`src/rtl/tlf_pkg.sv`:
```
// shared types and character constants for the text line filter
package tlf_pkg;

  localparam logic [7:0] CH_LT  = 8'd60;
  localparam logic [7:0] CH_GT  = 8'd62;
  localparam logic [7:0] CH_AMP = 8'd38;
  localparam logic [7:0] CH_BS  = 8'd8;
  localparam logic [7:0] CH_NL  = 8'd10;

  localparam int Q_DEPTH = 2;
  localparam int Q_PTR_W = $clog2(Q_DEPTH);
  localparam int Q_CNT_W = $clog2(Q_DEPTH + 1);

  // operation picked by the front for each accepted word
  typedef enum logic [2:0] {
    OP_PASS     = 3'd0,
    OP_DROP     = 3'd1,
    OP_OS_FLUSH = 3'd2,
    OP_OS_BACK  = 3'd3,
    OP_OS_PUT   = 3'd4,
    OP_TAG_NL   = 3'd5,
    OP_TAG_BYTE = 3'd6
  } op_t;

  typedef struct packed {
    op_t        op;
    logic [7:0] data;
  } cmd_t;

  // event from the back: a byte to emit, or the end of one word's results
  typedef struct packed {
    logic       valid;
    logic       eos;
    logic [7:0] data;
    logic       ovf;
  } ev_t;

endpackage

```
`src/rtl/text_line_filter.sv`:
```
// text line filter top level: copy, discard, overstrike and tag strip modes
// Usage:
//   input words arrive on in_valid/in_byte, held off by in_stall; results
//   leave on out_valid/out_byte/out_last_of_run/out_overflow, held by out_stall.
//   cfg_wr_en with cfg_filter_mode selects the mode; write it only while idle.
//   out_last_of_run marks the final result made by one input word; words that
//   make no result (dropped, buffered, backspace) produce nothing on the output.
// Timing:
//   a two entry queue sits between the classifier and the back sequencer.
//   copy or tag strip of a plain byte steps the back through idle, raw or
//   entity, then end; overstrike buffering and tag buffering end in idle.
//   the back sequencer sets the rate; an overstrike newline reads and emits
//   each buffered byte, and a tag released at newline or on a full buffer
//   reads and handles each buffered byte in turn.
// Reset and stall:
//   rst_n clears mode to copy and empties queue, buffer state and output.
//   the line buffer needs no clearing pass.
//   a stalled output holds its word; the queue keeps accepting until full.
module text_line_filter
  import tlf_pkg::*;
#(
  parameter int LINE_DEPTH = 63
) (
  input  logic       clk,
  input  logic       rst_n,
  input  logic       cfg_wr_en,
  input  logic [1:0] cfg_filter_mode,
  input  logic       in_valid,
  input  logic [7:0] in_byte,
  output logic       in_stall,
  output logic       out_valid,
  input  logic       out_stall,
  output logic [7:0] out_byte,
  output logic       out_last_of_run,
  output logic       out_overflow
);

  localparam int CNT_W = $clog2(LINE_DEPTH + 1);

  logic             q_full;
  logic             q_push;
  cmd_t             q_in;
  cmd_t             cmd;
  logic             cmd_valid;
  logic             cmd_pop;
  ev_t              ev;
  logic             ev_ready;
  logic [CNT_W-1:0] fill_count;

  tlf_front u_front (
    .clk             (clk),
    .rst_n           (rst_n),
    .cfg_wr_en       (cfg_wr_en),
    .cfg_filter_mode (cfg_filter_mode),
    .in_valid        (in_valid),
    .in_byte         (in_byte),
    .in_stall        (in_stall),
    .q_full          (q_full),
    .q_push          (q_push),
    .q_data          (q_in)
  );

  tlf_queue u_queue (
    .clk       (clk),
    .rst_n     (rst_n),
    .push      (q_push),
    .push_data (q_in),
    .full      (q_full),
    .pop       (cmd_pop),
    .pop_data  (cmd),
    .not_empty (cmd_valid)
  );

  tlf_back #(
    .LINE_DEPTH (LINE_DEPTH)
  ) u_back (
    .clk        (clk),
    .rst_n      (rst_n),
    .cmd_valid  (cmd_valid),
    .cmd        (cmd),
    .cmd_pop    (cmd_pop),
    .ev         (ev),
    .ev_ready   (ev_ready),
    .fill_count (fill_count)
  );

  tlf_out u_out (
    .clk             (clk),
    .rst_n           (rst_n),
    .ev              (ev),
    .ev_ready        (ev_ready),
    .out_valid       (out_valid),
    .out_stall       (out_stall),
    .out_byte        (out_byte),
    .out_last_of_run (out_last_of_run),
    .out_overflow    (out_overflow)
  );

  a_fill_bound: assert property (@(posedge clk) disable iff (!rst_n)
    fill_count <= CNT_W'(LINE_DEPTH))
    else $error("line buffer fill beyond depth");

  a_pop_nonempty: assert property (@(posedge clk) disable iff (!rst_n)
    cmd_pop |-> cmd_valid)
    else $error("command taken from empty queue");

  a_out_source: assert property (@(posedge clk) disable iff (!rst_n)
    $rose(out_valid) |-> $past(ev.valid && ev_ready))
    else $error("output word without a back event");

endmodule

```
`src/rtl/tlf_ram.sv`:
```
// generic single write port ram with registered read
module tlf_ram #(
  parameter int WIDTH = 8,
  parameter int DEPTH = 63
) (
  input  logic                     clk,
  input  logic                     wr_en,
  input  logic [$clog2(DEPTH)-1:0] wr_addr,
  input  logic [WIDTH-1:0]         wr_data,
  input  logic [$clog2(DEPTH)-1:0] rd_addr,
  output logic [WIDTH-1:0]         rd_data
);

  logic [WIDTH-1:0] mem [DEPTH];
  logic [WIDTH-1:0] rd_data_r;

  always_ff @(posedge clk) begin
    if (wr_en) begin
      mem[wr_addr] <= wr_data;
    end
    rd_data_r <= mem[rd_addr];
  end

  assign rd_data = rd_data_r;

endmodule

```
`src/rtl/tlf_front.sv`:
```
// front end: mode register, input handshake and byte classification
module tlf_front
  import tlf_pkg::*;
(
  input  logic       clk,
  input  logic       rst_n,
  input  logic       cfg_wr_en,
  input  logic [1:0] cfg_filter_mode,
  input  logic       in_valid,
  input  logic [7:0] in_byte,
  output logic       in_stall,
  input  logic       q_full,
  output logic       q_push,
  output cmd_t       q_data
);

  typedef enum logic [1:0] {
    MODE_COPY       = 2'd0,
    MODE_DISCARD    = 2'd1,
    MODE_OVERSTRIKE = 2'd2,
    MODE_TAG        = 2'd3
  } mode_t;

  mode_t mode_r;

  always_ff @(posedge clk) begin
    if (!rst_n) begin
      mode_r <= MODE_COPY;
    end else if (cfg_wr_en) begin
      mode_r <= mode_t'(cfg_filter_mode);
    end
  end

  assign in_stall = q_full;
  assign q_push   = in_valid && !q_full;

  always_comb begin
    q_data.data = in_byte;
    case (mode_r)
      MODE_COPY: begin
        q_data.op = OP_PASS;
      end
      MODE_DISCARD: begin
        q_data.op = OP_DROP;
      end
      MODE_OVERSTRIKE: begin
        if (in_byte == CH_NL) begin
          q_data.op = OP_OS_FLUSH;
        end else if (in_byte == CH_BS) begin
          q_data.op = OP_OS_BACK;
        end else begin
          q_data.op = OP_OS_PUT;
        end
      end
      MODE_TAG: begin
        q_data.op = (in_byte == CH_NL) ? OP_TAG_NL : OP_TAG_BYTE;
      end
      default: begin
        q_data.op = OP_PASS;
      end
    endcase
  end

endmodule

```
`src/rtl/tlf_queue.sv`:
```
// short command queue between front and back
module tlf_queue
  import tlf_pkg::*;
(
  input  logic clk,
  input  logic rst_n,
  input  logic push,
  input  cmd_t push_data,
  output logic full,
  input  logic pop,
  output cmd_t pop_data,
  output logic not_empty
);

  cmd_t               slot_r [Q_DEPTH];
  logic [Q_PTR_W-1:0] wr_ptr_r;
  logic [Q_PTR_W-1:0] rd_ptr_r;
  logic [Q_CNT_W-1:0] cnt_r;

  function automatic logic [Q_PTR_W-1:0] ptr_inc(input logic [Q_PTR_W-1:0] p);
    logic [Q_PTR_W-1:0] r;
    if (p == Q_PTR_W'(Q_DEPTH - 1)) begin
      r = '0;
    end else begin
      r = p + Q_PTR_W'(1);
    end
    return r;
  endfunction

  assign full      = (cnt_r == Q_CNT_W'(Q_DEPTH));
  assign not_empty = (cnt_r != '0);
  assign pop_data  = slot_r[rd_ptr_r];

  always_ff @(posedge clk) begin
    if (!rst_n) begin
      wr_ptr_r <= '0;
      rd_ptr_r <= '0;
      cnt_r    <= '0;
    end else begin
      if (push) begin
        wr_ptr_r <= ptr_inc(wr_ptr_r);
      end
      if (pop) begin
        rd_ptr_r <= ptr_inc(rd_ptr_r);
      end
      if (push && !pop) begin
        cnt_r <= cnt_r + Q_CNT_W'(1);
      end else if (pop && !push) begin
        cnt_r <= cnt_r - Q_CNT_W'(1);
      end
    end
  end

  always_ff @(posedge clk) begin
    if (push) begin
      slot_r[wr_ptr_r] <= push_data;
    end
  end

endmodule

```
`src/rtl/tlf_back.sv`:
```
// back end: line buffer, tag and entity state, result sequencing
module tlf_back
  import tlf_pkg::*;
#(
  parameter int LINE_DEPTH = 63
) (
  input  logic                              clk,
  input  logic                              rst_n,
  input  logic                              cmd_valid,
  input  cmd_t                              cmd,
  output logic                              cmd_pop,
  output ev_t                               ev,
  input  logic                              ev_ready,
  output logic [$clog2(LINE_DEPTH+1)-1:0]   fill_count
);

  localparam int IDX_W = $clog2(LINE_DEPTH);
  localparam int CNT_W = $clog2(LINE_DEPTH + 1);
  localparam logic [CNT_W-1:0] DEPTH_C = CNT_W'(LINE_DEPTH);

  typedef enum logic [6:0] {
    S_IDLE    = 7'b0000001,
    S_RAW     = 7'b0000010,
    S_OS_RD   = 7'b0000100,
    S_OS_EMIT = 7'b0001000,
    S_RL_RD   = 7'b0010000,
    S_ENT     = 7'b0100000,
    S_END     = 7'b1000000
  } state_t;

  typedef enum logic [1:0] {
    ENT_NONE = 2'd0,
    ENT_AMP  = 2'd1,
    ENT_SKIP = 2'd2
  } ent_t;

  function automatic logic is_lower(input logic [7:0] b);
    return (b >= 8'd97) && (b <= 8'd122);
  endfunction

  state_t           state_r, state_nxt;
  logic [CNT_W-1:0] fill_r, fill_nxt;
  logic [CNT_W-1:0] idx_r, idx_nxt;
  logic             tag_r, tag_nxt;
  ent_t             ent_r, ent_nxt;
  logic             ovf_r, ovf_nxt;
  logic [7:0]       eb_r, eb_nxt;
  logic             lit_r, lit_nxt;
  logic             nl_r, nl_nxt;
  logic             rls_r, rls_nxt;

  logic             ram_we;
  logic [IDX_W-1:0] ram_waddr;
  logic [7:0]       ram_wdata;
  logic [7:0]       rd_data;

  logic [7:0]       src_byte;
  logic             src_lit;
  logic             ent_done;

  tlf_ram #(
    .WIDTH (8),
    .DEPTH (LINE_DEPTH)
  ) u_line_ram (
    .clk     (clk),
    .wr_en   (ram_we),
    .wr_addr (ram_waddr),
    .wr_data (ram_wdata),
    .rd_addr (idx_r[IDX_W-1:0]),
    .rd_data (rd_data)
  );

  // during a tag release the byte comes from the buffer and '<' is literal
  assign src_byte   = rls_r ? rd_data : eb_r;
  assign src_lit    = rls_r || lit_r;
  assign fill_count = fill_r;

  always_comb begin
    state_nxt = state_r;
    fill_nxt  = fill_r;
    idx_nxt   = idx_r;
    tag_nxt   = tag_r;
    ent_nxt   = ent_r;
    ovf_nxt   = ovf_r;
    eb_nxt    = eb_r;
    lit_nxt   = lit_r;
    nl_nxt    = nl_r;
    rls_nxt   = rls_r;
    cmd_pop   = 1'b0;
    ram_we    = 1'b0;
    ram_waddr = fill_r[IDX_W-1:0];
    ram_wdata = cmd.data;
    ev.valid  = 1'b0;
    ev.eos    = 1'b0;
    ev.data   = src_byte;
    ev.ovf    = ovf_r;
    ent_done  = 1'b0;

    case (state_r)
      S_IDLE: begin
        if (cmd_valid) begin
          cmd_pop = 1'b1;
          eb_nxt  = cmd.data;
          lit_nxt = 1'b0;
          nl_nxt  = (cmd.data == CH_NL);
          idx_nxt = '0;
          rls_nxt = 1'b0;
          case (cmd.op)
            OP_PASS: begin
              state_nxt = S_RAW;
            end
            OP_DROP: begin
              state_nxt = S_END;
            end
            OP_OS_FLUSH: begin
              state_nxt = S_OS_RD;
            end
            OP_OS_BACK: begin
              if (fill_r != '0) begin
                fill_nxt = fill_r - CNT_W'(1);
              end
            end
            OP_OS_PUT: begin
              if (fill_r < DEPTH_C) begin
                ram_we   = 1'b1;
                fill_nxt = fill_r + CNT_W'(1);
              end else begin
                ovf_nxt = 1'b1;
              end
            end
            OP_TAG_NL: begin
              lit_nxt   = 1'b1;
              state_nxt = tag_r ? S_RL_RD : S_ENT;
            end
            OP_TAG_BYTE: begin
              if (!tag_r) begin
                state_nxt = S_ENT;
              end else if (cmd.data == CH_GT) begin
                tag_nxt  = 1'b0;
                fill_nxt = '0;
              end else if (fill_r < DEPTH_C) begin
                ram_we   = 1'b1;
                fill_nxt = fill_r + CNT_W'(1);
              end else begin
                // buffer full: give up on the tag, then handle this byte
                ovf_nxt   = 1'b1;
                state_nxt = S_RL_RD;
              end
            end
            default: begin
            end
          endcase
        end
      end
      S_RAW: begin
        ev.valid = 1'b1;
        ev.data  = eb_r;
        if (ev_ready) begin
          state_nxt = S_END;
        end
      end
      S_OS_RD: begin
        state_nxt = (idx_r == fill_r) ? S_RAW : S_OS_EMIT;
      end
      S_OS_EMIT: begin
        ev.valid = 1'b1;
        ev.data  = rd_data;
        if (ev_ready) begin
          idx_nxt   = idx_r + CNT_W'(1);
          state_nxt = S_OS_RD;
        end
      end
      S_RL_RD: begin
        if (idx_r == fill_r) begin
          tag_nxt  = 1'b0;
          fill_nxt = '0;
          rls_nxt  = 1'b0;
        end else begin
          rls_nxt = 1'b1;
        end
        state_nxt = S_ENT;
      end
      S_ENT: begin
        if (ent_r != ENT_NONE) begin
          if (is_lower(src_byte)) begin
            ent_nxt  = ENT_SKIP;
            ent_done = 1'b1;
          end else if (ent_r == ENT_AMP) begin
            // held ampersand goes out first, byte is retried next cycle
            ev.valid = 1'b1;
            ev.data  = CH_AMP;
            if (ev_ready) begin
              ent_nxt = ENT_NONE;
            end
          end else begin
            ent_nxt = ENT_NONE;
          end
        end else if (src_byte == CH_AMP) begin
          ent_nxt  = ENT_AMP;
          ent_done = 1'b1;
        end else if (src_byte == CH_LT && !src_lit) begin
          tag_nxt   = 1'b1;
          ram_we    = 1'b1;
          ram_waddr = '0;
          ram_wdata = CH_LT;
          fill_nxt  = CNT_W'(1);
          ent_done  = 1'b1;
        end else begin
          ev.valid = 1'b1;
          ev.data  = src_byte;
          ent_done = ev_ready;
        end
        if (ent_done) begin
          if (rls_r) begin
            idx_nxt   = idx_r + CNT_W'(1);
            state_nxt = S_RL_RD;
          end else begin
            state_nxt = S_END;
          end
        end
      end
      S_END: begin
        ev.valid = 1'b1;
        ev.eos   = 1'b1;
        if (ev_ready) begin
          if (nl_r) begin
            fill_nxt = '0;
            tag_nxt  = 1'b0;
            ent_nxt  = ENT_NONE;
            ovf_nxt  = 1'b0;
          end
          state_nxt = S_IDLE;
        end
      end
      default: begin
        state_nxt = S_IDLE;
      end
    endcase
  end

  always_ff @(posedge clk) begin
    if (!rst_n) begin
      state_r <= S_IDLE;
      fill_r  <= '0;
      tag_r   <= 1'b0;
      ent_r   <= ENT_NONE;
      ovf_r   <= 1'b0;
      rls_r   <= 1'b0;
    end else begin
      state_r <= state_nxt;
      fill_r  <= fill_nxt;
      tag_r   <= tag_nxt;
      ent_r   <= ent_nxt;
      ovf_r   <= ovf_nxt;
      rls_r   <= rls_nxt;
    end
  end

  always_ff @(posedge clk) begin
    idx_r <= idx_nxt;
    eb_r  <= eb_nxt;
    lit_r <= lit_nxt;
    nl_r  <= nl_nxt;
  end

endmodule

```
`src/rtl/tlf_out.sv`:
```
// output stage: holds one byte back to mark the last result of a word
module tlf_out
  import tlf_pkg::*;
(
  input  logic       clk,
  input  logic       rst_n,
  input  ev_t        ev,
  output logic       ev_ready,
  output logic       out_valid,
  input  logic       out_stall,
  output logic [7:0] out_byte,
  output logic       out_last_of_run,
  output logic       out_overflow
);

  logic       hold_v_r;
  logic [7:0] hold_data_r;
  logic       hold_ovf_r;
  logic       out_valid_r;
  logic [7:0] out_byte_r;
  logic       out_last_r;
  logic       out_ovf_r;

  logic out_free;
  logic ev_take;
  logic push;

  assign out_free = !out_valid_r || !out_stall;
  assign ev_ready = !hold_v_r || out_free;
  assign ev_take  = ev.valid && ev_ready;
  // a held byte moves on when another byte or the end marker arrives
  assign push     = ev.valid && hold_v_r && out_free;

  always_ff @(posedge clk) begin
    if (!rst_n) begin
      hold_v_r    <= 1'b0;
      out_valid_r <= 1'b0;
    end else begin
      if (out_free) begin
        out_valid_r <= push;
      end
      if (ev_take) begin
        hold_v_r <= !ev.eos;
      end
    end
  end

  always_ff @(posedge clk) begin
    if (push) begin
      out_byte_r <= hold_data_r;
      out_last_r <= ev.eos;
      out_ovf_r  <= hold_ovf_r;
    end
    if (ev_take && !ev.eos) begin
      hold_data_r <= ev.data;
      hold_ovf_r  <= ev.ovf;
    end
  end

  assign out_valid       = out_valid_r;
  assign out_byte        = out_byte_r;
  assign out_last_of_run = out_last_r;
  assign out_overflow    = out_ovf_r;

endmodule
```
`config.mk`:
```
export PLATFORM = sky130hd
export DESIGN_NAME = text_line_filter
export DESIGN_NICKNAME = d
export VERILOG_FILES = /design/src/rtl/tlf_pkg.sv /design/src/rtl/text_line_filter.sv /design/src/rtl/tlf_ram.sv /design/src/rtl/tlf_front.sv /design/src/rtl/tlf_queue.sv /design/src/rtl/tlf_back.sv /design/src/rtl/tlf_out.sv
export SDC_FILE = /design/constraint.sdc
export NUM_CORES = 1
export LEC_CHECK = 0
export BUFFER_PORTS_ARGS = -buffer_cell sky130_fd_sc_hd__buf_2
export CAP_MARGIN = 15
export CORE_ASPECT_RATIO = 0.6
export CORE_MARGIN = 2
export CORE_UTILIZATION = 25
export DETAILED_ROUTE_END_ITERATION = 8
export PLACE_DENSITY_LB_ADDON = 0.15
export SYNTH_ARGS = -nofsm -noshare
export SYNTH_HDL_FRONTEND = slang
export SYNTH_HIERARCHICAL = 1
export SYNTH_SLANG_ARGS = --single-unit
export TNS_END_PERCENT = 20
```
`constraint.sdc`:
```
create_clock -name clk -period 3.45 [get_ports clk]
set_input_delay 0.1725 -clock clk [delete_from_list [all_inputs] [get_ports clk]]
set_output_delay 0.1725 -clock clk [all_outputs]
set_load 0.05 [all_outputs]
```
==> results of run 1 <==
## Yosys cell counts, drive strengths merged (5+ instances only)
master,instances
nor3,21
a21oi,46
o211ai,5
or3,7
mux2i,31
a22oi,29
nand3,35
nand2b,17
o221ai,6
o21ai,27
edfxtp,561
a31oi,7
and2,16
a22o,5
or4b,6
mux4,113
mux2,11
buf,52
or2,6
nor2,95
a211o,9
nand4,7
xor2,13
nand2,51
clkbuf,36
o22ai,14
a211oi,14
dfxtp,35
ha,5
nor4,5
nand3b,8
nor2b,26
inv,10
## final timing paths
check | endpoint | slack, ns | cells after the start
worst min-delay path | u_queue/wr_ptr_r$_SDFFE_PN0P_ | 0.03 | 2
worst max register to register | u_back/u_line_ram/mem[43][6]$_DFFE_PP_ | 0.14 | 12
worst max-delay path | u_back/u_line_ram/mem[43][6]$_DFFE_PP_ | 0.14 | 12
worst min register to register | u_out/out_byte[0]$_DFFE_PP_ | 0.43 | 0
## worst max-delay path, delay by kind of cell, from the launching register on
family,cells,cell delay (ns)
simple gates,6,1.29
buf+inv,4,0.76
compound gates,2,0.64
flops,1,0.31
## through the flow
step	hold WS [ns]	setup slack, ns	cells	area, um2
global route	0.0424	-0.00409	2922	29200
floorplan	0.290	-0.0373	1394	24500
finish	0.0286	0.142	2922	29200
detailed placement	0.387	-0.117	2806	27100
CTS	0.00809	0.00692	2921	29100
global placement	0.384	-0.0905	2806	27100
## routing by layer
layer	vias up	global-route usage [%]	routed length, um	share of wire [%]
li1	5988	-	-	-
met3	72	3.12	4380	6.4
met4	0	2.67	1000	1.5
met5	-	0	0	0
met1	7100	21.8	35900	53
met2	367	18.2	27100	40
## flip-flops by register name (all words and copies together), names as in the netlist, 2 cells and up, named ones only
register / flops
u_back/eb_r: 8
u_back/ent_r: 2
u_back/fill_count: 6
u_back/idx_r: 6
u_back/state_r: 7
u_back/u_line_ram/mem: 504
u_back/u_line_ram/rd_data: 8
u_front/mode_r: 2
u_out/hold_data_r: 8
u_out/out_byte: 8
u_queue/cnt_r: 2
u_queue/slot_r: 22
## cell families (layout without fill, tap and decap cells)
group                      Yosys count  count (layout)
AOI/OAI and AO/OA                  195             195
DFF                                596             596
adders and majority gates            5               5
buffers and inverters               98             321
xor gates and xnor gates            17              17
and+or+nand+nor                    328             328
muxes                              155             155
## where the power goes
group	internal [mW]	switching, mW
logic	2.75	4.29
registers	8.65	0.229
clock network	3.36	2.78
total	14.8	7.29
## area by class of cell
type	instances	area share (%)
Timing Repair Buffer	209	5.82
Clock buffer	69	5.07
Sequential cell	596	60.1
Clock inverter	33	1.00
Tap cell	1305	5.59
Inverter	10	0.129
Multi-Input combinational cell	700	22.3
## timing repair
action | in CTS | in global routing
endpoints found under the hold margin | 19 | 0
setup endpoints to repair | 94 | 318
gates resized for setup | 12 | 24
hold buffers | 13 | 0
setup buffers | 0 | 1
pin swaps | 0 | 1
==> flow_summary.json, run 1 <==
{
  "worstMarginPinSlew_ns": 0.822,
  "dieHeight_um": 246,
  "synth_compound_gate_area_share_pct": 5.49,
  "track_usage_pct": 13.6,
  "hold_path.class": "input port to flop",
  "die_area_um2": 100000,
  "totalPowerFinal_mw": 22.0,
  "synth_area_leader_cell": "edfxtp_1",
  "seq_area_um2": 17500,
  "p_per_area_nw_per_um2": 755,
  "drt_first_iter_violations": 1511,
  "rows": 88,
  "synth-edff-count": 561,
  "p_leak_nw": 9.37,
  "via_per_inst": 4.63,
  "critPathLaunch": "u_back/u_line_ram/rd_data[4]$_DFF_P_",
  "final_common_cell": "edfxtp_1",
  "critical_path.most_common_cell": "buf_4",
  "start_util_pct": 25.3,
  "mostFrequentLayoutCells": "561 x edfxtp_1, 155 x buf_4, 100 x mux4_2",
  "synth_adder_area_share_pct": 0.256,
  "num-fill-cells": 9568,
  "yosys_warnings": 6,
  "startpoint_type": "flop",
  "nets": 1593,
  "die_w_um": 407,
  "clk_path_buf_depth": 3,
  "fmax_ghz": 0.302,
  "grt_max_degree": 64,
  "cp_data_required_time_ns": 3.78,
  "setup-violations-final": 0,
  "dr.pass1.iters": 7,
  "wl_per_cell_um": 23.4,
  "gp_congestion": 0.803,
  "multiInputGateArea_um2": 6500,
  "cp_slowest_stage_delay_ns": 0.70,
  "antenna_found_initial": 2,
  "r2r-start": "u_back/u_line_ram/rd_data[4]$_DFF_P_",
  "synth_fp_nets": 1414,
  "overflow": 0,
  "avgSynthCellArea_um2": 17.5,
  "hold_viol": 0,
  "grt_pass1_vias": 13500,
  "ys.flop_type": "edfxtp_1",
  "cts-buffers-inserted": 56,
  "min_period_over_period_pct": 95.9,
  "setup-tns-final_ns": 0,
  "io_buffers": 26,
  "async_reset_ff_share_pct": 0,
  "relSlewSlack_pct": 44.8,
  "syn_to_final_growth_pct": 19.6,
  "antenna_cells": 0,
  "syn_area_um2": 24400,
  "fin_util_pct": 30.3,
  "seq_area_frac_synth_pct": 71.9,
  "cts-htree-levels": 2,
  "synth-seq-cells": 596,
  "clk_latency_ns": 0.63,
  "worstPathCellList": "or4b_2 > o41a_1 > nand2_1 > nor2_1 > buf_4 > a21oi_2 > buf_4 > nor2b_1 > nand3_1 > buf_4 > nor2_1 > buf_4",
  "synthMuxAreaShare_pct": 12.4,
  "core-area_um2": 96500,
  "vias": 13500,
  "synth.area.top_cells": "edfxtp_1 69%, mux4_2 9.2%, dfxtp_1 2.9%",
  "yosys.area_share.simple_pct": 7.11,
  "clock_skew_ns": 0.0200,
  "cts.sink_count": 596,
  "path_class": "flop to flop",
  "synth_top_family_by_area": "multiplexers",
  "routed_wl_um": 68400,
  "max-cap-violations": 0,
  "path_max_fanout": 8,
  "cts.clk_slew.worst_paths_ns": 0.07,
  "synthCells": 1394,
  "peakVddDrop_mv": 0.395,
  "crit_path_end_kind": "flop",
  "synth_top_area_share_pct": 69.0,
  "drt.antenna.violating_nets": 0,
  "cts_tree": "done",
  "arrival_ns": 3.64,
  "slew_viol_final": 0,
  "clockRootBuffer": "clkbuf_16",
  "ys_types": 73,
  "grt_pass1_wl_um": 99300,
  "synth_xor_area_share_pct": 0.610,
  "cpMaxStageDelayCell": "or4b_2",
  "worstHoldStart": "rst_n",
  "drive_above_1_share_pct": 28.0,
  "rsz0062_at_grt": "yes",
  "hpwl_um": 45300,
  "status": "complete, no violations",
  "drc": 0,
  "top_level_ports": 27,
  "finalCriticalPeriod_ns": 3.31
}
Power figures use the tool's default switching activity.
==> run 2, diff against run 1 <==
--- a/config.mk
+++ b/config.mk
@@ -7,6 +7,8 @@
 export LEC_CHECK = 0
 export BUFFER_PORTS_ARGS = -buffer_cell sky130_fd_sc_hd__buf_2
 export CAP_MARGIN = 15
+export CELL_PAD_IN_SITES_DETAIL_PLACEMENT = 0
+export CELL_PAD_IN_SITES_GLOBAL_PLACEMENT = 1
 export CORE_ASPECT_RATIO = 0.6
 export CORE_MARGIN = 2
 export CORE_UTILIZATION = 25
==> flow_summary.json, run 2 (synthesized netlist as in run 1, its figures left out) <==
{
  "clock_skew_ns": 0.0189,
  "seq_area_um2": 17500,
  "slew_viol_final": 0,
  "overflow": 0,
  "antenna_cells": 0,
  "path_class": "flop to flop",
  "whs_endpoint": "u_queue/wr_ptr_r$_SDFFE_PN0P_",
  "totalPowerFinal_mw": 22.2,
  "drt.antenna.violating_nets": 0,
  "rows": 88,
  "p_leak_nw": 9.30,
  "num-fill-cells": 9550,
  "peakVddDrop_mv": 0.353,
  "clockRootBuffer": "clkbuf_16",
  "track_usage_pct": 13.8,
  "status": "complete, no violations",
  "core-area_um2": 96500,
  "nets": 1567,
  "worstMarginPinSlew_ns": 1.03,
  "min_period_over_period_pct": 99.6,
  "cts-buffers-inserted": 57,
  "drc": 0,
  "vias": 13400,
  "cp_data_required_time_ns": 3.71,
  "clk_path_buf_depth": 3,
  "multiInputGateArea_um2": 6670,
  "finalNonFillerCells": 2895,
  "drt_first_iter_violations": 1056,
  "cts_tree": "done",
  "crit_path_end_kind": "flop",
  "top_register": "u_back/u_line_ram/mem",
  "path_max_fanout": 8,
  "finalCriticalPeriod_ns": 3.44,
  "cts.clk_slew.worst_paths_ns": 0.07,
  "via_per_inst": 4.63,
  "hold_path.class": "input port to flop",
  "worstHoldStart": "in_valid",
  "io_buffers": 26,
  "final_common_cell": "edfxtp_1",
  "hold_viol": 0,
  "r2r_cells": 10,
  "fmax_ghz": 0.291,
  "setup-violations-final": 0,
  "grt_pass1_vias": 13500,
  "r2r-end": "u_back/u_line_ram/mem[62][3]$_DFFE_PP_",
  "clk_latency_ns": 0.63,
  "startpoint_type": "flop",
  "wl_per_cell_um": 24.0,
  "placed_cells": 2771,
  "reg_top3": "u_back/u_line_ram/mem x504, u_queue/slot_r x22",
  "die_area_um2": 100000,
  "drive_above_1_share_pct": 28.5,
  "dr.pass1.iters": 5,
  "mostFrequentLayoutCells": "561 x edfxtp_1, 114 x buf_4, 100 x mux4_2",
  "max-cap-violations": 0,
  "relSlewSlack_pct": 30.7,
  "cts-htree-levels": 2,
  "rsz0062_at_grt": "yes",
  "routed_wl_um": 69600,
  "r2r-start": "u_back/u_line_ram/rd_data[4]$_DFF_P_",
  "syn_to_final_growth_pct": 20.1,
  "p_per_area_nw_per_um2": 758,
  "dieHeight_um": 246,
  "die_w_um": 407,
  "start_util_pct": 25.3,
  "whs_path_depth": 4,
  "grt_max_degree": 64,
  "gp_congestion": 0.793,
  "hpwl_um": 46200,
  "top_level_ports": 27,
  "critPathLaunch": "u_back/u_line_ram/rd_data[4]$_DFF_P_",
  "largest_register_ffs": 504,
  "rrSetupSlack_ns": 0.01,
  "antenna_found_initial": 2,
  "cts.sink_count": 596,
  "grt_pass1_wl_um": 100000,
  "arrival_ns": 3.70
}
==> run 2: changes by cell type in the layout (fill, tap and decap cells not counted), moves of 5 or more <==
cell      delta
buf_12      +14
buf_4       -41
clkinv_1     -5
nor2_1      -27
nor2_2      +11
nor2_4      +16
==> run 2: power by group <==
group	internal, mW	switching, mW
sequential	8.65	0.217
combinational	2.84	4.41
clock	3.33	2.77
==> run 2: critical path, cell delays in order, from the launching register on <==
cell and delay [ns]:
dfxtp_1 0.33, or4b_2 0.69, o41a_1 0.43, nand2_2 0.12, nor2_4 0.06, nand2_1 0.16
and2_1 0.28, buf_4 0.17, nand3_1 0.13, buf_4 0.23, nor2_2 0.47
==> run 2: routing by layer <==
metal	routed length [um]	vias to the layer above	track usage, %
met1	37300	7056	22.2
met2	26700	311	18.0
met4	1090	2	2.86
li1	-	5947	-
met5	126	-	0.910
met3	4320	78	3.54
==> run 2: area by class of cell <==
type                       instances  area share [%]
clock inverter                    27           0.738
multi-input combinational        700            22.8
inverter                          10           0.128
timing repair buffer             182            5.68
sequential                       596            59.8
tap                             1305            5.57
clock buffer                      75            5.30
==> run 2: timing repair <==
action	CTS	global route
endpoints found under the hold margin	23	0
buffers inserted	0	6
endpoints found under the setup margin	483	483
gates resized for setup	43	37
pin swaps	0	5
hold buffers	16	0
==> run 2: worst max-delay path by stage <==
stage / depth (start not counted) / to
floorplan: 11 / u_back/u_line_ram/mem[36][0]$_DFFE_PP_
global placement: 10 / u_back/u_line_ram/mem[31][2]$_DFFE_PP_
detailed placement: 10 / u_back/u_line_ram/mem[31][2]$_DFFE_PP_
CTS: 10 / u_back/u_line_ram/mem[15][0]$_DFFE_PP_
global route: 10 / u_back/u_line_ram/mem[62][6]$_DFFE_PP_
finish: 10 / u_back/u_line_ram/mem[62][3]$_DFFE_PP_
==> run 2: per-stage QoR <==
stage / hold WS (ns) / setup TNS (ns) / setup WS [ns] / util, % / instance area, um2
after floorplan: 0.290 / -0.593 / -0.0373 / - / 24500
after global placement: 0.380 / -53.84 / -0.314 / 28.0 / 27000
after detailed placement: 0.382 / -55.34 / -0.310 / 28.0 / 27000
after CTS: 0.0359 / -6.75 / -0.110 / 30.1 / 29100
after global routing: 0.0943 / -3.08 / -0.108 / 30.4 / 29300
final: 0.0804 / 0 / 0.0143 / 30.4 / 29300
==> run 3, diff against run 2 <==
--- a/config.mk
+++ b/config.mk
@@ -13,6 +13,7 @@
 export CORE_MARGIN = 2
 export CORE_UTILIZATION = 25
 export DETAILED_ROUTE_END_ITERATION = 8
+export HOLD_SLACK_MARGIN = 0.15
 export PLACE_DENSITY_LB_ADDON = 0.15
 export SYNTH_ARGS = -nofsm -noshare
 export SYNTH_HDL_FRONTEND = slang
==> flow_summary.json, run 3 (synthesized netlist as in run 1, its figures left out) <==
{
  "syn_to_final_growth_pct": 20.2,
  "cts.sink_count": 596,
  "hold_path.class": "input port to flop",
  "drive_above_1_share_pct": 28.5,
  "core-area_um2": 96500,
  "gp_congestion": 0.793,
  "cts-htree-levels": 2,
  "overflow": 0,
  "worst-path-buf-inv": 2,
  "worstMarginPinSlew_ns": 1.02,
  "die_area_um2": 100000,
  "status": "complete, no violations",
  "cts_tree": "done",
  "routed_wl_um": 69600,
  "grt_max_degree": 64,
  "stdcell_area_um2": 29400,
  "dr.pass1.iters": 5,
  "top_register": "u_back/u_line_ram/mem",
  "worstHoldStart": "in_byte[3]",
  "io_buffers": 26,
  "path_max_fanout": 8,
  "slew_viol_final": 0,
  "via_per_inst": 4.62,
  "critPathLaunch": "u_back/u_line_ram/rd_data[4]$_DFF_P_",
  "track_usage_pct": 13.8,
  "clock_skew_ns": 0.0179,
  "finalCriticalPeriod_ns": 3.44,
  "placed_cells": 2771,
  "peakVddDrop_mv": 0.354,
  "arrival_ns": 3.70,
  "hold_viol": 0,
  "setup-violations-final": 0,
  "reg_top3": "u_back/u_line_ram/mem x504, u_queue/slot_r x22",
  "largest_register_ffs": 504,
  "drt_first_iter_violations": 1079,
  "rsz0062_at_grt": "yes",
  "finalNonFillerCells": 2898,
  "drt.antenna.violating_nets": 0,
  "worstPathCellList": "or4b_2 > o41a_1 > nand2_2 > nor2_4 > nand2_1 > and2_1 > buf_4 > nand3_1 > buf_4 > nor2_2",
  "mostFrequentLayoutCells": "561 x edfxtp_1, 114 x buf_4, 100 x mux4_2",
  "max-cap-violations": 0,
  "critical_path.most_common_cell": "buf_4",
  "grt_pass1_vias": 13500,
  "path_class": "flop to flop",
  "totalPowerFinal_mw": 22.2,
  "startpoint_type": "flop",
  "rrSetupSlack_ns": 0.007,
  "r2r-start": "u_back/u_line_ram/rd_data[4]$_DFF_P_",
  "hpwl_um": 46200,
  "relSlewSlack_pct": 31.7,
  "rows": 88,
  "clk_latency_ns": 0.62,
  "die_w_um": 407,
  "cts-buffers-inserted": 57,
  "fmax_ghz": 0.290,
  "grt_pass1_wl_um": 100000,
  "p_per_area_nw_per_um2": 757,
  "place_area_um2": 27000,
  "clk_path_buf_depth": 3,
  "p_leak_nw": 9.31,
  "clockRootBuffer": "clkbuf_16",
  "wl_per_cell_um": 24.0,
  "start_util_pct": 25.3,
  "top_level_ports": 27,
  "antenna_found_initial": 2,
  "cp_slowest_stage_delay_ns": 0.70,
  "cp_data_required_time_ns": 3.71,
  "drc": 0,
  "nets": 1569,
  "critical_path.top_delay_family": "simple AND/OR/NAND/NOR gates",
  "min_period_over_period_pct": 99.8,
  "vias": 13400,
  "cpMaxStageDelayCell": "or4b_2",
  "final_common_cell": "edfxtp_1",
  "crit_path_end_kind": "flop",
  "dieHeight_um": 246,
  "cts.clk_slew.worst_paths_ns": 0.07
}
run 3: cell types whose count changed in the layout (fill, tap and decap cells not counted):
cell | before | now
diode_2 | 0 | 1
dlygate4sd3_1 | 16 | 18
run 3: what timing repair did:
item	CTS	global route
setup buffers	0	6
hold buffers	18	0
setup endpoints to repair	483	483
pin swaps	0	5
endpoints found under the hold margin	49	0
gates resized for setup	43	37
cloned	0	0
run 3: where the power goes:
group | switching [mW] | internal [mW]
clock network | 2.77 | 3.33
logic | 4.42 | 2.85
registers | 0.218 | 8.65
run 3: final timing paths:
path | endpoint | cells after the start
worst max-delay path | u_back/u_line_ram/mem[62][3]$_DFFE_PP_ | 10
worst max register to register | u_back/u_line_ram/mem[62][3]$_DFFE_PP_ | 10
worst min-delay path | u_queue/slot_r[0][3]$_DFFE_PP_ | 2
worst min register to register | u_out/out_byte[4]$_DFFE_PP_ | 0
run 3: per-stage QoR:
step / setup WS (ns) / util (%) / setup TNS, ns / hold WS (ns)
6_report: 0.00721 / 30.4 / 0 / 0.296
5_1_grt: -0.108 / 30.4 / -3.08 / 0.290
4_1_cts: -0.110 / 30.2 / -6.75 / 0.259
3_5_place_dp: -0.310 / 28.0 / -55.34 / 0.382
3_3_place_gp: -0.314 / 28.0 / -53.84 / 0.380
2_1_floorplan: -0.0373 / - / -0.593 / 0.290
run 3: layout make-up:
cell class                 instances  area [um2]
antenna                            1        2.50
fill                            9550       67100
tap                             1305        1630
clock inverter                    27         216
sequential                       596       17500
clock buffer                      75        1560
multi-input combinational        700        6670
inverter                          10        37.5
timing repair buffer             184        1690
run 3: layer usage:
metal | vias up | part of all wire (%) | global-route usage [%]
met4 | 2 | 1.6 | 2.86
met5 | - | 0.18 | 0.910
met3 | 78 | 6.6 | 3.54
li1 | 5953 | - | -
met2 | 315 | 39 | 18.0
met1 | 7055 | 53 | 22.2
